[src/sv/lie_pkg.sv]
// Types, constants and helper functions for the logical immediate encoder
`default_nettype none

package lie_pkg;

    // One-hot element size: bit k set means an element of 2^(k+1) bits
    typedef logic [5:0] t_size;
    typedef logic [6:0] t_count;

    localparam t_size SZ2  = 6'b000001;
    localparam t_size SZ4  = 6'b000010;
    localparam t_size SZ8  = 6'b000100;
    localparam t_size SZ16 = 6'b001000;
    localparam t_size SZ32 = 6'b010000;
    localparam t_size SZ64 = 6'b100000;

    localparam logic [63:0] ALL_ONES = 64'hFFFF_FFFF_FFFF_FFFF;
    localparam t_count      TWO_EDGES = 7'd2;

    function automatic t_count size_val(input t_size sz);
        t_count v;
        unique case (sz)
            SZ2:     v = 7'd2;
            SZ4:     v = 7'd4;
            SZ8:     v = 7'd8;
            SZ16:    v = 7'd16;
            SZ32:    v = 7'd32;
            SZ64:    v = 7'd64;
            default: v = 7'd64;
        endcase
        return v;
    endfunction

    function automatic logic [63:0] elem_mask(input t_size sz);
        logic [63:0] m;
        unique case (sz)
            SZ2:     m = 64'h3;
            SZ4:     m = 64'hF;
            SZ8:     m = 64'hFF;
            SZ16:    m = 64'hFFFF;
            SZ32:    m = 64'hFFFF_FFFF;
            SZ64:    m = ALL_ONES;
            default: m = ALL_ONES;
        endcase
        return m;
    endfunction

    // Bit j marks a change between element bits j and j+1, wrapping at the element top
    function automatic logic [63:0] edges(input logic [63:0] e, input t_size sz);
        logic [63:0] t;
        t = e ^ (e >> 1);
        unique case (sz)
            SZ2:     t[1]  = e[1]  ^ e[0];
            SZ4:     t[3]  = e[3]  ^ e[0];
            SZ8:     t[7]  = e[7]  ^ e[0];
            SZ16:    t[15] = e[15] ^ e[0];
            SZ32:    t[31] = e[31] ^ e[0];
            SZ64:    t[63] = e[63] ^ e[0];
            default: t[63] = e[63] ^ e[0];
        endcase
        return t;
    endfunction

    // Balanced adder tree: pairs, then nibbles, bytes, and so on
    function automatic t_count popcnt64(input logic [63:0] v);
        logic [1:0] s1 [32];
        logic [2:0] s2 [16];
        logic [3:0] s3 [8];
        logic [4:0] s4 [4];
        logic [5:0] s5 [2];
        for (int j = 0; j < 32; j++) begin
            s1[j] = {1'b0, v[2*j]} + {1'b0, v[2*j+1]};
        end
        for (int j = 0; j < 16; j++) begin
            s2[j] = {1'b0, s1[2*j]} + {1'b0, s1[2*j+1]};
        end
        for (int j = 0; j < 8; j++) begin
            s3[j] = {1'b0, s2[2*j]} + {1'b0, s2[2*j+1]};
        end
        for (int j = 0; j < 4; j++) begin
            s4[j] = {1'b0, s3[2*j]} + {1'b0, s3[2*j+1]};
        end
        for (int j = 0; j < 2; j++) begin
            s5[j] = {1'b0, s4[2*j]} + {1'b0, s4[2*j+1]};
        end
        return {1'b0, s5[0]} + {1'b0, s5[1]};
    endfunction

    // Incrementing flips the trailing ones and the first zero above them
    function automatic t_count trail_ones(input logic [63:0] v);
        logic [64:0] inc;
        logic [64:0] flips;
        inc   = {1'b0, v} + 65'd1;
        flips = {1'b0, v} ^ inc;
        return popcnt64(flips[64:1]);
    endfunction

    function automatic t_count trail_zeros(input logic [63:0] v);
        return trail_ones(~v);
    endfunction

endpackage

`default_nettype wire

[src/sv/logical_immediate_encoder.sv]
// Logical immediate encoder: four-stage pipeline from immediate to N:immr:imms
//
// Input channel: i_in_valid / o_in_ready carry i_immediate (64 bits) and
// i_reg_is_64 (1 = 64-bit register, 0 = 32-bit). Output channel:
// o_out_valid / i_out_ready carry o_encodable and the 13-bit o_encoding
// (N in bit 12, immr in 11:6, imms in 5:0; zero when not encodable).
// One result per transaction, in order.
//
// An accepted transaction is registered in stage 1 and then passes through
// stages 2, 3 and 4 to the output. Throughput is one transaction per cycle
// while results are taken; the stages are input capture, element size and
// exclusion checks, bit counting over the element, and encoding assembly.
//
// Reset (i_rst_n low at a clock edge) empties every stage. When the receiver
// holds i_out_ready low, the output stage holds its result and each stage
// keeps accepting until the stage ahead of it is full, so o_in_ready drops
// only when all four stages hold a transaction.
`default_nettype none

module logical_immediate_encoder
    import lie_pkg::*;
(
    input  wire logic        i_clk,
    input  wire logic        i_rst_n,
    input  wire logic        i_in_valid,
    output logic             o_in_ready,
    input  wire logic [63:0] i_immediate,
    input  wire logic        i_reg_is_64,
    output logic             o_out_valid,
    input  wire logic        i_out_ready,
    output logic             o_encodable,
    output logic [12:0]      o_encoding
);

    // stage registers
    logic        r_v1, r_v2, r_v3, r_v4;
    logic [63:0] r_imm1;
    logic        r_r64_1;
    logic        r_excl2;
    t_size       r_size2;
    logic [63:0] r_elem2;
    logic        r_excl3;
    t_size       r_size3;
    t_count      r_nedge3, r_cto3, r_to3, r_tz3;
    logic        r_e0_3;
    logic        r_enc4;
    logic [12:0] r_code4;

    logic rdy1, rdy2, rdy3, rdy4;

    // stage 2 next values
    logic        n_excl2;
    t_size       n_size2;
    logic        eq32, eq16, eq8, eq4, eq2;

    // stage 4 next values
    logic        n_enc4;
    logic [12:0] n_code4;
    t_count      sz_v, immr_v, nimms_v;

    assign rdy4 = !r_v4 || i_out_ready;
    assign rdy3 = !r_v3 || rdy4;
    assign rdy2 = !r_v2 || rdy3;
    assign rdy1 = !r_v1 || rdy2;
    assign o_in_ready = rdy1;

    // valid bits
    always_ff @(posedge i_clk) begin
        if (!i_rst_n) begin
            r_v1 <= 1'b0;
            r_v2 <= 1'b0;
            r_v3 <= 1'b0;
            r_v4 <= 1'b0;
        end else begin
            if (rdy1) r_v1 <= i_in_valid;
            if (rdy2) r_v2 <= r_v1;
            if (rdy3) r_v3 <= r_v2;
            if (rdy4) r_v4 <= r_v3;
        end
    end

    // stage 1: capture the transaction
    always_ff @(posedge i_clk) begin
        if (rdy1) begin
            r_imm1  <= i_immediate;
            r_r64_1 <= i_reg_is_64;
        end
    end

    // stage 2: excluded values and smallest repeating element
    always_comb begin
        n_excl2 = (r_imm1 == 64'd0) || (r_imm1 == ALL_ONES) ||
                  (!r_r64_1 && ((r_imm1[63:32] != 32'd0) ||
                                (r_imm1[31:0] == 32'hFFFF_FFFF)));
        eq32 = r_imm1[31:0]  == r_imm1[63:32];
        eq16 = r_imm1[15:0]  == r_imm1[31:16];
        eq8  = r_imm1[7:0]   == r_imm1[15:8];
        eq4  = r_imm1[3:0]   == r_imm1[7:4];
        eq2  = r_imm1[1:0]   == r_imm1[3:2];
        priority if (r_r64_1 && !eq32) n_size2 = SZ64;
        else if (!eq16)                n_size2 = SZ32;
        else if (!eq8)                 n_size2 = SZ16;
        else if (!eq4)                 n_size2 = SZ8;
        else if (!eq2)                 n_size2 = SZ4;
        else                           n_size2 = SZ2;
    end

    always_ff @(posedge i_clk) begin
        if (rdy2) begin
            r_excl2 <= n_excl2;
            r_size2 <= n_size2;
            r_elem2 <= r_imm1 & elem_mask(n_size2);
        end
    end

    // stage 3: count edges, ones, trailing ones and trailing zeros of the element
    always_ff @(posedge i_clk) begin
        if (rdy3) begin
            r_excl3  <= r_excl2;
            r_size3  <= r_size2;
            r_nedge3 <= popcnt64(edges(r_elem2, r_size2));
            r_cto3   <= popcnt64(r_elem2);
            r_to3    <= trail_ones(r_elem2);
            r_tz3    <= trail_zeros(r_elem2);
            r_e0_3   <= r_elem2[0];
        end
    end

    // stage 4: a rotated run has exactly two bit transitions around the element
    always_comb begin
        sz_v    = size_val(r_size3);
        n_enc4  = !r_excl3 && (r_nedge3 == TWO_EDGES);
        immr_v  = (r_e0_3 ? (r_cto3 - r_to3) : (sz_v - r_tz3)) & (sz_v - 7'd1);
        nimms_v = ((~(sz_v - 7'd1)) << 1) | (r_cto3 - 7'd1);
        n_code4 = n_enc4 ? {~nimms_v[6], immr_v[5:0], nimms_v[5:0]} : 13'd0;
    end

    always_ff @(posedge i_clk) begin
        if (rdy4) begin
            r_enc4  <= n_enc4;
            r_code4 <= n_code4;
        end
    end

    assign o_out_valid = r_v4;
    assign o_encodable = r_enc4;
    assign o_encoding  = r_code4;

endmodule

`default_nettype wire

[config.mk]
export PLATFORM = sky130hd
export DESIGN_NAME = logical_immediate_encoder
export DESIGN_NICKNAME = d
export VERILOG_FILES = /design/src/sv/lie_pkg.sv /design/src/sv/logical_immediate_encoder.sv
export SDC_FILE = /design/constraint.sdc
export NUM_CORES = 1
export LEC_CHECK = 0
export BUFFER_PORTS_ARGS = -buffer_cell sky130_fd_sc_hd__buf_4
export CAP_MARGIN = 20
export CORE_MARGIN = 4
export CORE_UTILIZATION = 30
export DETAILED_ROUTE_END_ITERATION = 10
export HOLD_SLACK_MARGIN = 0.02
export SLEW_MARGIN = 25
export SYNTH_ARGS = -nofsm -noshare
export SYNTH_HDL_FRONTEND = slang
export SYNTH_SLANG_ARGS = --single-unit
[constraint.sdc]
create_clock -name i_clk -period 16 [get_ports i_clk]
set_clock_uncertainty 0.2 [all_clocks]
set_input_delay 1.6 -clock i_clk [delete_from_list [all_inputs] [get_ports i_clk]]
set_output_delay 1.6 -clock i_clk [all_outputs]
set_load 0.02 [all_outputs]
* Yosys cells after proc, flatten, opt, wreduce, memory -nomap -nowiden
Index checks and enable logic that the tools add are counted.
** Storage, ports and cells
- Bits of input ports :: 69
- Register bits :: 188
- Output and inout port bits :: 16
- Word-level logic and storage cells :: 355
** Operators by class
- Bitwise gates (word level) :: 15
- Add/sub/neg operators :: 258
- Multiplexer cells :: 21
- Reductions and logical operators :: 20
- Eq/ne operators :: 23
** Operators by type and width (number)
- $pmux 64 s5 :: 1
- $add 1x1->2 :: 128
- $add 2x2->3 :: 64
- $add 64x1->65 const B :: 2
- $xor 64x65->65 :: 2
- $add 3x3->4 :: 32
- $add 4x4->5 :: 16
- $and 64x64->64 :: 1
- $eq 64x64->1 const B :: 1
- $logic_not 64->1 :: 1
- $mux 64 :: 1
- $not 64->64 :: 1
- $xor 64x63->64 :: 1
- $add 5x5->6 :: 8
- $eq 32x32->1 :: 1
- $eq 32x32->1 const B :: 1
- $reduce_bool 32->1 :: 1
- $pmux 6 s5 :: 1
- $eq 6x1->1 const B :: 3
- $eq 6x2->1 const B :: 3
- $eq 6x3->1 const B :: 3
- $eq 6x4->1 const B :: 3
- $eq 6x5->1 const B :: 3
- $eq 16x16->1 :: 1
- other kinds (24) :: 58

* Longest topological paths before layout
Gate-level depths: netlist of the first run.
- Depth after elaboration :: 10
- Gate-level depth with buffers :: 29
- Depth with buffers taken out :: 29

* Least setup slack after synthesis of the first run
No wires, ideal clock.
- Path kind :: register to register
- Start point :: register r_elem2[0]
- End point :: register r_tz3[4], data pin
- Clock period less this slack :: 8232 ps
- Setup time :: 258 ps
- Cell stages (with the launch flop) :: 26
- Buffers on the path :: 1
- Required time :: 15542 ps
- Arrival time :: 7775 ps
- Slack :: 7768 ps
- Path through :: edfxtp_1 -> buf_6 -> inv_1 -> ha_1 -> nand4_1 -> or4_1 -> nor4b_2 -> and3_1 -> and3_1 -> nand2_1 -> fa_1 -> inv_1 -> fa_1 -> fa_1 -> fa_1 -> fa_1 -> fa_1 -> inv_1 -> fa_1 -> fa_1 -> inv_1 -> ha_1 -> fa_1 -> a21o_1 -> a21oi_1 -> xnor2_1
** Between the ends
- Word-level cells in the longest chain between the ends :: 9
- Elaborated cells on any way between the ends :: 66
- Classes of those cells :: 64 x add/sub; 2 x bitwise
** Ends and longest elaborated chain
- start: declaration :: RTL line logical_immediate_encoder.sv:41 : logic [63:0] r_elem2;
- start signal: assignment :: RTL line logical_immediate_encoder.sv:112 : r_elem2 <= r_imm1 & elem_mask(n_size2);
- $not 64->64 * :: RTL line lie_pkg.sv:99 : return trail_ones(~v);
- $add 64x1->65 * :: RTL line lie_pkg.sv:93 : inc = {1'b0, v} + 65'd1;
- $xor 64x65->65 * :: RTL line lie_pkg.sv:94 : flips = {1'b0, v} ^ inc;
- $add 1x1->2 :: RTL line lie_pkg.sv:72 : s1[j] = {1'b0, v[2*j]} + {1'b0, v[2*j+1]};
- $add 2x2->3 :: RTL line lie_pkg.sv:75 : s2[j] = {1'b0, s1[2*j]} + {1'b0, s1[2*j+1]};
- $add 3x3->4 :: RTL line lie_pkg.sv:78 : s3[j] = {1'b0, s2[2*j]} + {1'b0, s2[2*j+1]};
- $add 4x4->5 :: RTL line lie_pkg.sv:81 : s4[j] = {1'b0, s3[2*j]} + {1'b0, s3[2*j+1]};
- $add 5x5->6 :: RTL line lie_pkg.sv:84 : s5[j] = {1'b0, s4[2*j]} + {1'b0, s4[2*j+1]};
- $add 6x6->6 * :: RTL line lie_pkg.sv:86 : return {1'b0, s5[0]} + {1'b0, s5[1]};
- end signal: assignment :: RTL line logical_immediate_encoder.sv:124 : r_tz3 <= trail_zeros(r_elem2);
- end: declaration :: RTL line logical_immediate_encoder.sv:44 : t_count r_nedge3, r_cto3, r_to3, r_tz3;
Every way passes the cells marked *; elsewhere a longest branch is shown, timed or not.
A chain may end at the register's enable or synchronous reset.

* Final worst setup path of the first run
Same ends and word-level chain as after synthesis.

==> summary.md, run 1 <==
| Metric | Value |
|---|---|
| Outcome | finished, final reports clean |
| Io pins | 85 |
| VDD IR-drop max | 0.000516 V |
| Worst R2R Setup Slack | 7110 ps |
| Area Overhead vs Synth | 12.3% |
| Vias in the first global route | 11747 |
| Via count | 10862 |
| Fmax | 112 MHz |
| Mean Syn Cell Area | 11.4 um^2 |
| Nets@finish | 2067 |
| Maximum number of pins on one net before global-route repair | 72 |
| DR DRC count | 0 |
| Root Buffer | clkbuf_16 |
| Setup WS post-layout | 7110 ps |
| CTS H-Tree Depth | 4 |
| Yosys warns | 0 |
| Die height | 248 um |
| Cells after synthesis | 1508 |
| DRT iter0 DRCs | 611 |
| Post-DR vias/cell | 4.61 |
| GRT met3 Usage | 2.25% |
| Hold_buf cts | 0 |
| Post-CTS Resized | 0 |
| RSZ-0062 raised after global routing | false |
| Grt peak-use layer | met2 |
| Final RePlAce weighted congestion | 0.960 |
| DP HPWL | 37.2 mm |
| TritonCTS clock tree | yes |
| Post-synth EDFFs | 184 |
| Top delay family on crit path | adder cells |
| Placed Area | 18700 um^2 |
| Number of synthesized register bits | 188 |
| Worst Setup SP | r_elem2[0] |
| Layout cell share with drive strength beyond 1 | 8.36% |
| Asr flop ratio synth | 0% |
| Crit path max fanout | 11 |
| DIE WIDTH | 248 um |
| Setup WS pre-CTS | 7090 ps |
| # rows | 87 |
| Maxcap violations | 0 |
| Crit path top cell by count | fa_1 |
| Part of the cycle the worst path needs | 55.6% |
| Syn_nets | 1986 |
| Clk pin slew, worst setup/hold paths | 80 ps |
| Relative slew margins | 37.0% |
| Final setup vio count | 0 |
| Layout Cells excl Fill | 2358 |
| Number of port buffers | 84 |
| Multi-input logic area | 10200 um^2 |
| CP max stage cell | or4_1 |
| Initial antenna violation count | 0 |
| First-pass GRT wire length | 66.6 mm |
| Total track usage | 14.4% |
| Final-layout fill cell count | 5673 |
| Worst r2r path cells | 24 |
| Worst path depth | 24 |
| Max Root-Sink Buffers | 2 |
| Total iterations of the first detailed-routing run | 5 |
| CP arrival | 8910 ps |
| P per Cell Area | 235 nW/um^2 |
| Hold crit path type | reg -> reg |
| Clk_lat worst skew | 470 ps |
| Placed Cells | 2326 |
| Starting density of the core | 30.4% |
| GR Util met2 | 25.6% |
| FF+latch area | 5610 um^2 |
| CTS Buf Count | 17 |
| Pleak | 8.83 nW |
| Delay of the slowest critical-path stage | 640 ps |
| Worst R2R Start | r_elem2[0] |
| Critical path endpoint | r_tz3[4] |
| Cell chain of the critical path | inv_1 > ha_1 > nand4_1 > or4_1 > nor4b_2 > and3_1 > and3_1 > nand2_1 > fa_1 > inv_1 > fa_1 > fa_1 > fa_1 > fa_1 > fa_1 > inv_1 > fa_1 > fa_1 > inv_1 > ha_1 > fa_1 > a21o_1 > a21oi_1 > xnor2_1 |
| Final wirelength | 43.0 mm |
| Register area share after synthesis | 32.6% |
| Critical Path Start Type | flop |
| Core box area | 56600 um^2 |
| Final hold vios | 0 |
| Ant diodes | 0 |
| Routing usage on met1 | 18.0% |
| WS Path Type | reg -> reg |
| Post-route ant nets | 0 |
| Hold slack | 292 ps |
| Reg-to-reg critical path endpoint | r_tz3[4] |
| Num Clock Sinks | 188 |
| Post-CTS setup buffers | 0 |
| Fin. max-slew vios | 0 |
| Routed wire per std cell | 18.2 um |
| Post-Synthesis Cell Area | 17200 um^2 |
| CP Capture Type | flop |
| Die area | 61300 um^2 |
| Finished Cell Area | 19300 um^2 |
| Primary FF master, synth | edfxtp_1 |
| Worst Tran Pin Value | 937 ps |
| Grt ovf | 0 |
| Minimum clock period | 8890 ps |
| Critical path data required time | 16010 ps |
| Synth unique cells | 54 |
| Min-delay src | r_v2 |
| Crit path buffers/inverters | 4 |
| Final setup TNS | 0 ps |
-- per-layer routing --
layer	share of wire (%)	vias up
met5	0	-
met4	2.1	0
met3	3.3	60
met2	52	241
met1	43	5539
li1	-	5022
-- power by group --
group	leakage, nW	total [mW]	internal [mW]	switching, mW
logic	6.46	3.23	1.52	1.71
registers	2.07	0.865	0.811	0.0536
clock network	0.297	0.438	0.214	0.225
total	8.83	4.54	2.54	1.99
-- per-stage QoR --
step                      utilization (%)  total power, mW
after floorplan                         -             3.44
after global placement               33.1             4.07
after detailed placement             33.1             4.18
after CTS                            34.2             4.63
after global routing                 34.2             5.15
final                                34.2             4.54
-- worst min-delay path: cells and delay by family (launching register included) --
| family | cells | cell delay (ps) |
|---|---|---|
| flops | 1 | 330 |
| compound gates | 1 | 40 |
| simple gates | 1 | 90 |
-- logic make-up (layout without fill, tap and decap cells) --
kind of cell               count (synthesis)  count (layout)  synth area share, %
DFF                                      188             188                 32.6
xor gates and xnor gates                  98              98                 4.98
and+or+nand+nor                          352             352                 11.9
AOI/OAI and AO/OA                         74              74                 2.77
buffers and inverters                    385             479                 8.49
adders and majority gates                409             409                 39.2
muxes                                      2               2                0.124
-- Yosys cell counts, drive strengths merged, types with 2 or more instances --
cell type,n,area (um^2)
nand4,50,319
ha,191,2390
nand3,30,155
nor3,14,70.1
dfxtp,4,80.1
a31oi,4,25.0
nor2,40,150
nand2,53,199
o31a,2,17.5
nor4,33,251
nor3b,2,15.0
xnor2,87,762
and4,13,116
or3,3,18.8
inv,358,1350
o21a,8,60.1
o21ai,7,35.0
fa,218,4360
nand2b,4,25.0
and2,69,432
a21oi,27,135
o21bai,8,60.1
clkbuf,22,82.6
nor4b,2,23.8
nand3b,5,37.5
a21o,11,82.6
edfxtp,184,5530
xor2,11,96.3
buf,5,32.5
and3,23,149
nor2b,7,43.8
-- worst min path at each step --
stage	to	slack (ps)	depth (start not counted)
after global routing	r_v3	340	2
after floorplan	r_excl3	200	0
after detailed placement	r_v3	280	2
final	r_v3	290	2
after CTS	r_v3	300	2
after global placement	r_v3	260	2
-- layout by cell type, fill, tap and decap left out, types with 22 or more instances in the layout --
cell	n
edfxtp_1	184
and2_1	69
xnor2_1	87
nor2_1	40
buf_4	89
nor4_1	30
a21oi_1	27
inv_1	356
nand3_1	29
nand2_1	52
nand4_1	49
and3_1	22
ha_1	191
fa_1	218
-- final cells by class --
cell class                 count  area share [%]
inverter                     358            6.96
multi-input combinational    935            52.6
timing repair buffer          89            3.46
tap                          756            4.89
clock buffer                  17            2.20
sequential                   188            29.0
clock inverter                15           0.938
-- flip-flops by register name, indices dropped and copies added (netlist names) --
register and count:
r_v2 1, r_v3 1, r_size2 6, r_elem2 64
r_excl3 1, r_excl2 1, o_out_valid 1, r_imm1 64
r_cto3 7, r_tz3 6, r_to3 6, r_e0_3 1
r_size3 6, r_r64_1 1, o_encoding 13, r_v1 1
o_encodable 1, r_nedge3 7
Note: power is estimated with default switching activity, not from simulation.
==> run 2: changes to the inputs <==
Settings changed: ABC_AREA set to 1.
Clock period 16 ns to 7.3 ns, I/O delays scaled along.
==> run 2 against run 1 <==
Against the previous run:
- the run now ends with setup timing left
- critical path depth is 4 higher
- maximum frequency increased by 20%
- sequential power increased by 120%
- synthesized cell count is 19% higher
- highest routed layer unchanged
- routed wire length is 19% higher
- clock-buffer cell count stayed put
- critical endpoint is now r_to3[4]
- total power grew 140%
- sequential share of layout area decreased by 3.3 points
- global-route usage increased by 2.0 points
==> summary.md, run 2 <==
| Metric | Value |
|---|---|
| Post-synth EDFFs | 184 |
| Nets@finish | 2533 |
| Layout cell share with drive strength beyond 1 | 22.0% |
| Failing checks | setup timing |
| Cells after synthesis | 1794 |
| Clk pin slew, worst setup/hold paths | 90 ps |
| Fin util | 36.9% |
| Commonest non-fill, non-tap cell in the layout | inv_1 |
| Post-DR vias/cell | 4.45 |
| Worst Tran Pin Value | 925 ps |
| Synth unique cells | 52 |
| Syn_nets | 2272 |
| Setup WS post-layout | -83.6 ps |
| Fin. max-slew vios | 0 |
| DR DRC count | 0 |
| Critical Path Start Type | flop |
| Final hold vios | 0 |
| Relative slew margins | 38.3% |
| P per Cell Area | 492 nW/um^2 |
| Final RePlAce weighted congestion | 0.969 |
| Num Clock Sinks | 188 |
| Number of synthesized register bits | 188 |
| RSZ-0062 raised after global routing | true |
| Final setup vio count | 4 |
| Maxcap violations | 0 |
| Hold slack | 208 ps |
| Post-Synthesis Cell Area | 17900 um^2 |
| Post-route ant nets | 0 |
| Final setup TNS | -239 ps |
| Overall power after layout | 10.7 mW |
| Crit path max fanout | 5 |
| Area Overhead vs Synth | 21.6% |
| Pleak | 10.8 nW |
| Most frequent cells in the layout | inv_1, buf_4, fa_1, nand2_1, edfxtp_1 |
| Initial antenna violation count | 0 |
| Fmax | 135 MHz |
| VDD IR-drop max | 0.00137 V |
| Core box area | 59100 um^2 |
| Final-layout fill cell count | 5846 |
| Asr flop ratio synth | 0% |
| DIE WIDTH | 253 um |
| CP arrival | 7440 ps |
| Area share of the largest cell type after synthesis | 30.8% |
| DP HPWL | 44.0 mm |
| Post-synth top area cell | edfxtp_1 |
| Worst r2r path cells | 28 |
| Maximum number of pins on one net before global-route repair | 72 |
| Io pins | 85 |
| Critical path data required time | 7350 ps |
| # rows | 89 |
| Die area | 63800 um^2 |
| Delay of the slowest critical-path stage | 520 ps |
| DRT iter0 DRCs | 779 |
| TritonCTS clock tree | yes |
| Worst R2R Setup Slack | -80 ps |
| Total track usage | 16.4% |
| Starting density of the core | 30.3% |
| Crit path top cell by count | fa_1 |
| Post-synth top cells | inv_1, fa_1, nand2_1 |
| Outcome | finished with violations |
| Minimum clock period | 7380 ps |
| CP Capture Type | flop |
| Most frequent cell after synthesis | inv_1 |
| CTS Buf Count | 17 |
| Hold_buf cts | 0 |
| Ant diodes | 0 |
| Clk_lat worst skew | 500 ps |
| Hold crit path type | in -> reg |
| Routed wire per std cell | 18.0 um |
| Max Root-Sink Buffers | 2 |
| Grt ovf | 0 |
| Via count | 12630 |
| CTS H-Tree Depth | 4 |
| Setup WS pre-CTS | -328 ps |
| Register area share after synthesis | 31.2% |
| Mean Syn Cell Area | 10.0 um^2 |
| Die height | 253 um |
| Part of the cycle the worst path needs | 101% |
| CP max stage cell | fa_1 |
| First-pass GRT wire length | 78.4 mm |
| Hold depth | 1 |
| Ranking of synthesized cells by area | edfxtp_1, fa_1, ha_1 |
| Yosys warns | 0 |
| Vias in the first global route | 13416 |
| Number of port buffers | 84 |
| Final wirelength | 51.2 mm |
| WS Path Type | reg -> reg |
| Total iterations of the first detailed-routing run | 5 |
| Primary FF master, synth | edfxtp_1 |
| Root Buffer | clkbuf_16 |
run 2: cell types whose count changed after synthesis, moves of 21 or more:
cell,delta
nand3_1,+21
nand2_1,+161
xnor2_1,-64
nor2_1,+111
xor2_1,+29
inv_1,+144
and2_1,-68
run 2: through the flow:
stage | cell area [um^2] | cells
after global placement | 20400 | 2761
after global routing | 21800 | 2841
after detailed placement | 20400 | 2761
final | 21800 | 2841
after floorplan | 18000 | 1794
after CTS | 21400 | 2815
run 2: area by class of cell:
| type | instances | area, um^2 | share of cell area (%) |
|---|---|---|---|
| Clock inverter | 15 | 199 | 0.912 |
| Tap cell | 773 | 967 | 4.43 |
| Timing Repair Buffer | 261 | 2000 | 9.16 |
| Sequential cell | 188 | 5610 | 25.7 |
| Multi-Input combinational cell | 1077 | 10700 | 49.1 |
| Inverter | 510 | 1920 | 8.78 |
| Clock buffer | 17 | 425 | 1.95 |
run 2: repair_timing:
item | CTS | global route
setup endpoints to repair | 11 | 14
pin swaps | 44 | 56
buffers inserted | 23 | 27
resized for setup | 60 | 74
run 2: logic make-up after synthesis:
logic type / after synthesis / share of synthesized area (%)
multiplexers: 3 / 0.174
AO/OA/AOI/OAI: 55 / 1.74
adder cells (fa/ha/maj): 409 / 37.6
flip-flops: 188 / 31.2
buffers and inverters: 529 / 11.2
XOR/XNOR: 63 / 3.08
AND/OR/NAND/NOR: 547 / 14.9
run 2: worst paths after layout:
path	from	endpoint
max reg2reg	r_elem2[9]	r_to3[4]
min	i_immediate[49]	r_imm1[49]
max	r_elem2[9]	r_to3[4]
min reg2reg	r_excl2	r_excl3
run 2: routing by layer:
| layer | up-vias | global-route usage (%) | share of wire (%) |
|---|---|---|---|
| met1 | 6186 | 21.1 | 43 |
| met5 | - | 0 | 0 |
| li1 | 6039 | - | - |
| met2 | 318 | 27.7 | 49 |
| met4 | 0 | 6.23 | 3.7 |
| met3 | 87 | 2.75 | 3.9 |
run 2: where the power goes:
group	switching, mW	internal, mW	leakage [nW]
Sequential	0.101	1.77	2.07
Clock	0.510	0.466	0.298
Combinational	4.46	3.42	8.42
Total	5.08	5.66	10.8
run 2: critical path: cells and delay by family (launching register included):
family	cells	cell delay [ps]
buf+inv	7	470
xor+xnor	1	150
fa+ha+maj	11	4740
flops	1	430
simple gates	9	1160
==> run 3: changes to the inputs <==
Settings changed: CTS_CLUSTER_DIAMETER set to 30, MAX_ROUTING_LAYER set to met4.
==> run 3 against run 2 <==
Against the previous run:
- the run still ends with setup timing left
- via count fell by 0.76%
- combinational power rose by 2%
- sequential share of layout area rose by 0.19 points
- sequential cell count did not move
- register-to-register slack got worse by 50 ps
- core utilization fell by 0.27 points
- clock-buffer cell count did not move
- setup slack got worse by 50 ps
- routed wire length rose by 1.0%
- total power rose by 1.5%
- sequential power barely moved
- critical path type unchanged
- critical endpoint is now r_tz3[4]
- largest cell class unchanged
==> summary.md, run 3 (synthesis results as in run 2) <==
| Metric | Value |
|---|---|
| Outcome | finished with violations |
| Failing checks | setup timing |
| DRT iter0 DRCs | 902 |
| Pleak | 10.7 nW |
| Ant diodes | 0 |
| Combinational power share | 73.9% |
| Clk_lat worst skew | 490 ps |
| VDD IR-drop max | 0.00172 V |
| DIE WIDTH | 253 um |
| RSZ-0062 raised after global routing | true |
| Sequential share of power | 17.2% |
| Layout cell share with drive strength beyond 1 | 20.4% |
| CP max stage cell | fa_2 |
| Fmax | 135 MHz |
| Fin util | 36.6% |
| CTS Buf Count | 17 |
| Clock share of power | 8.9% |
| CTS H-Tree Depth | 4 |
| Overall power after layout | 10.9 mW |
| P per Cell Area | 503 nW/um^2 |
| Via count | 12534 |
| Total track usage | 16.9% |
| Core box area | 59100 um^2 |
| Root Buffer | clkbuf_16 |
| Critical path data required time | 7350 ps |
| Hold crit path type | in -> reg |
| Routed wire per std cell | 18.3 um |
| Crit path max fanout | 8 |
| Final wirelength | 51.8 mm |
| Sw Share | 47.4% |
| First-pass GRT wire length | 77.8 mm |
| Crit path top cell by count | fa_1 |
| Io pins | 85 |
| Maxcap violations | 0 |
| Setup WS post-layout | -134 ps |
| Clk pin slew, worst setup/hold paths | 80 ps |
| Die area | 63800 um^2 |
| WS Path Type | reg -> reg |
| Number of port buffers | 84 |
| Relative slew margins | 39.3% |
| Total iterations of the first detailed-routing run | 5 |
| DP HPWL | 45.2 mm |
| Num Clock Sinks | 188 |
| Part of the cycle the worst path needs | 102% |
| Minimum clock period | 7430 ps |
| Commonest non-fill, non-tap cell in the layout | inv_1 |
| Fin. max-slew vios | 0 |
| Layout Cells excl Fill | 2822 |
| Starting density of the core | 30.3% |
| Final hold vios | 0 |
| TritonCTS clock tree | yes |
| DR DRC count | 0 |
| Hold depth | 1 |
| Most frequent cells in the layout | inv_1, buf_4, fa_1, nand2_1, edfxtp_1 |
| # rows | 89 |
| Die height | 253 um |
| Nets@finish | 2514 |
| Area Overhead vs Synth | 20.7% |
| Worst Tran Pin Value | 910 ps |
| Initial antenna violation count | 1 |
| Int Pwr | 5.74 mW |
| Final RePlAce weighted congestion | 0.966 |
| Worst r2r path cells | 29 |
| Final setup TNS | -289 ps |
| Post-route ant nets | 0 |
| Grt ovf | 0 |
| CP arrival | 7490 ps |
| Placed Cells | 2757 |
| Switching power | 5.16 mW |
| CP Capture Type | flop |
| Vias in the first global route | 13076 |
| Post-DR vias/cell | 4.44 |
| Max Root-Sink Buffers | 2 |
| Critical Path Start Type | flop |
| Maximum number of pins on one net before global-route repair | 72 |
| Delay of the slowest critical-path stage | 580 ps |
| Final-layout fill cell count | 5851 |
| Final setup vio count | 4 |
## run 3: cell types whose count changed in the layout (fill, tap and decap cells not counted), sizes merged
cell	change
clkinvlp	+2
buf	-19
clkinv	-2
## run 3: worst max-delay path, delay by kind of cell, from the launching register on
family,cells,cell delay (ps)
fa+ha+maj,11,4780
flops,1,450
xor+xnor,1,140
buf+inv,8,560
simple gates,9,1040
## run 3: layout make-up
| type | count | area, um^2 | share of cell area, % |
|---|---|---|---|
| repair buffers | 242 | 1850 | 8.53 |
| clock buffers | 17 | 425 | 1.96 |
| inverters | 510 | 1920 | 8.87 |
| flip-flops and latches | 188 | 5610 | 25.9 |
| well taps | 773 | 967 | 4.47 |
| multi-input cells | 1077 | 10700 | 49.4 |
| clock inverters | 15 | 196 | 0.907 |
## run 3: metal layers
metal | vias up | routed length, um | GRT usage, %
met5 | - | 0 | -
met4 | 0 | 1730 | 5.71
met3 | 76 | 2310 | 3.25
met2 | 330 | 25300 | 27.7
met1 | 6119 | 22400 | 21.2
li1 | 6009 | - | -
## run 3: power by group through the flow
stage / Combinational [mW] / Sequential (mW) / Clock, mW
finish: 8.05 / 1.88 / 0.969
global route: 9.04 / 1.87 / 1.05
CTS: 7.79 / 1.88 / 1.00
detailed placement: 7.73 / 1.90 / 0
global placement: 7.53 / 1.90 / 0
floorplan: 5.66 / 1.87 / 0
## run 3: repair_timing
item | in CTS | in global routing
setup endpoints to repair | 10 | 14
hold endpoints to repair | 0 | 0
pin swaps | 13 | 87
setup buffers | 8 | 26
hold buffers | 0 | 0
gates resized for setup | 13 | 104
## run 3: final timing paths
check / slack (ps) / end / start
hold / removal: 210 / r_imm1[56] / i_immediate[56]
setup / recovery: -130 / r_tz3[4] / r_elem2[9]
setup reg to reg: -130 / r_tz3[4] / r_elem2[9]
hold reg to reg: 280 / o_out_valid / r_v3
## run 3: stage by stage
| step | cell area (um^2) | worst slack, ps | hold WS, ps |
|---|---|---|---|
| after detailed placement | 20400 | -257 | 269 |
| after floorplan | 18000 | 2.70 | 200 |
| after global placement | 20400 | -143 | 242 |
| after CTS | 21100 | -157 | 160 |
| final | 21700 | -134 | 207 |
| after global routing | 21700 | -355 | 169 |
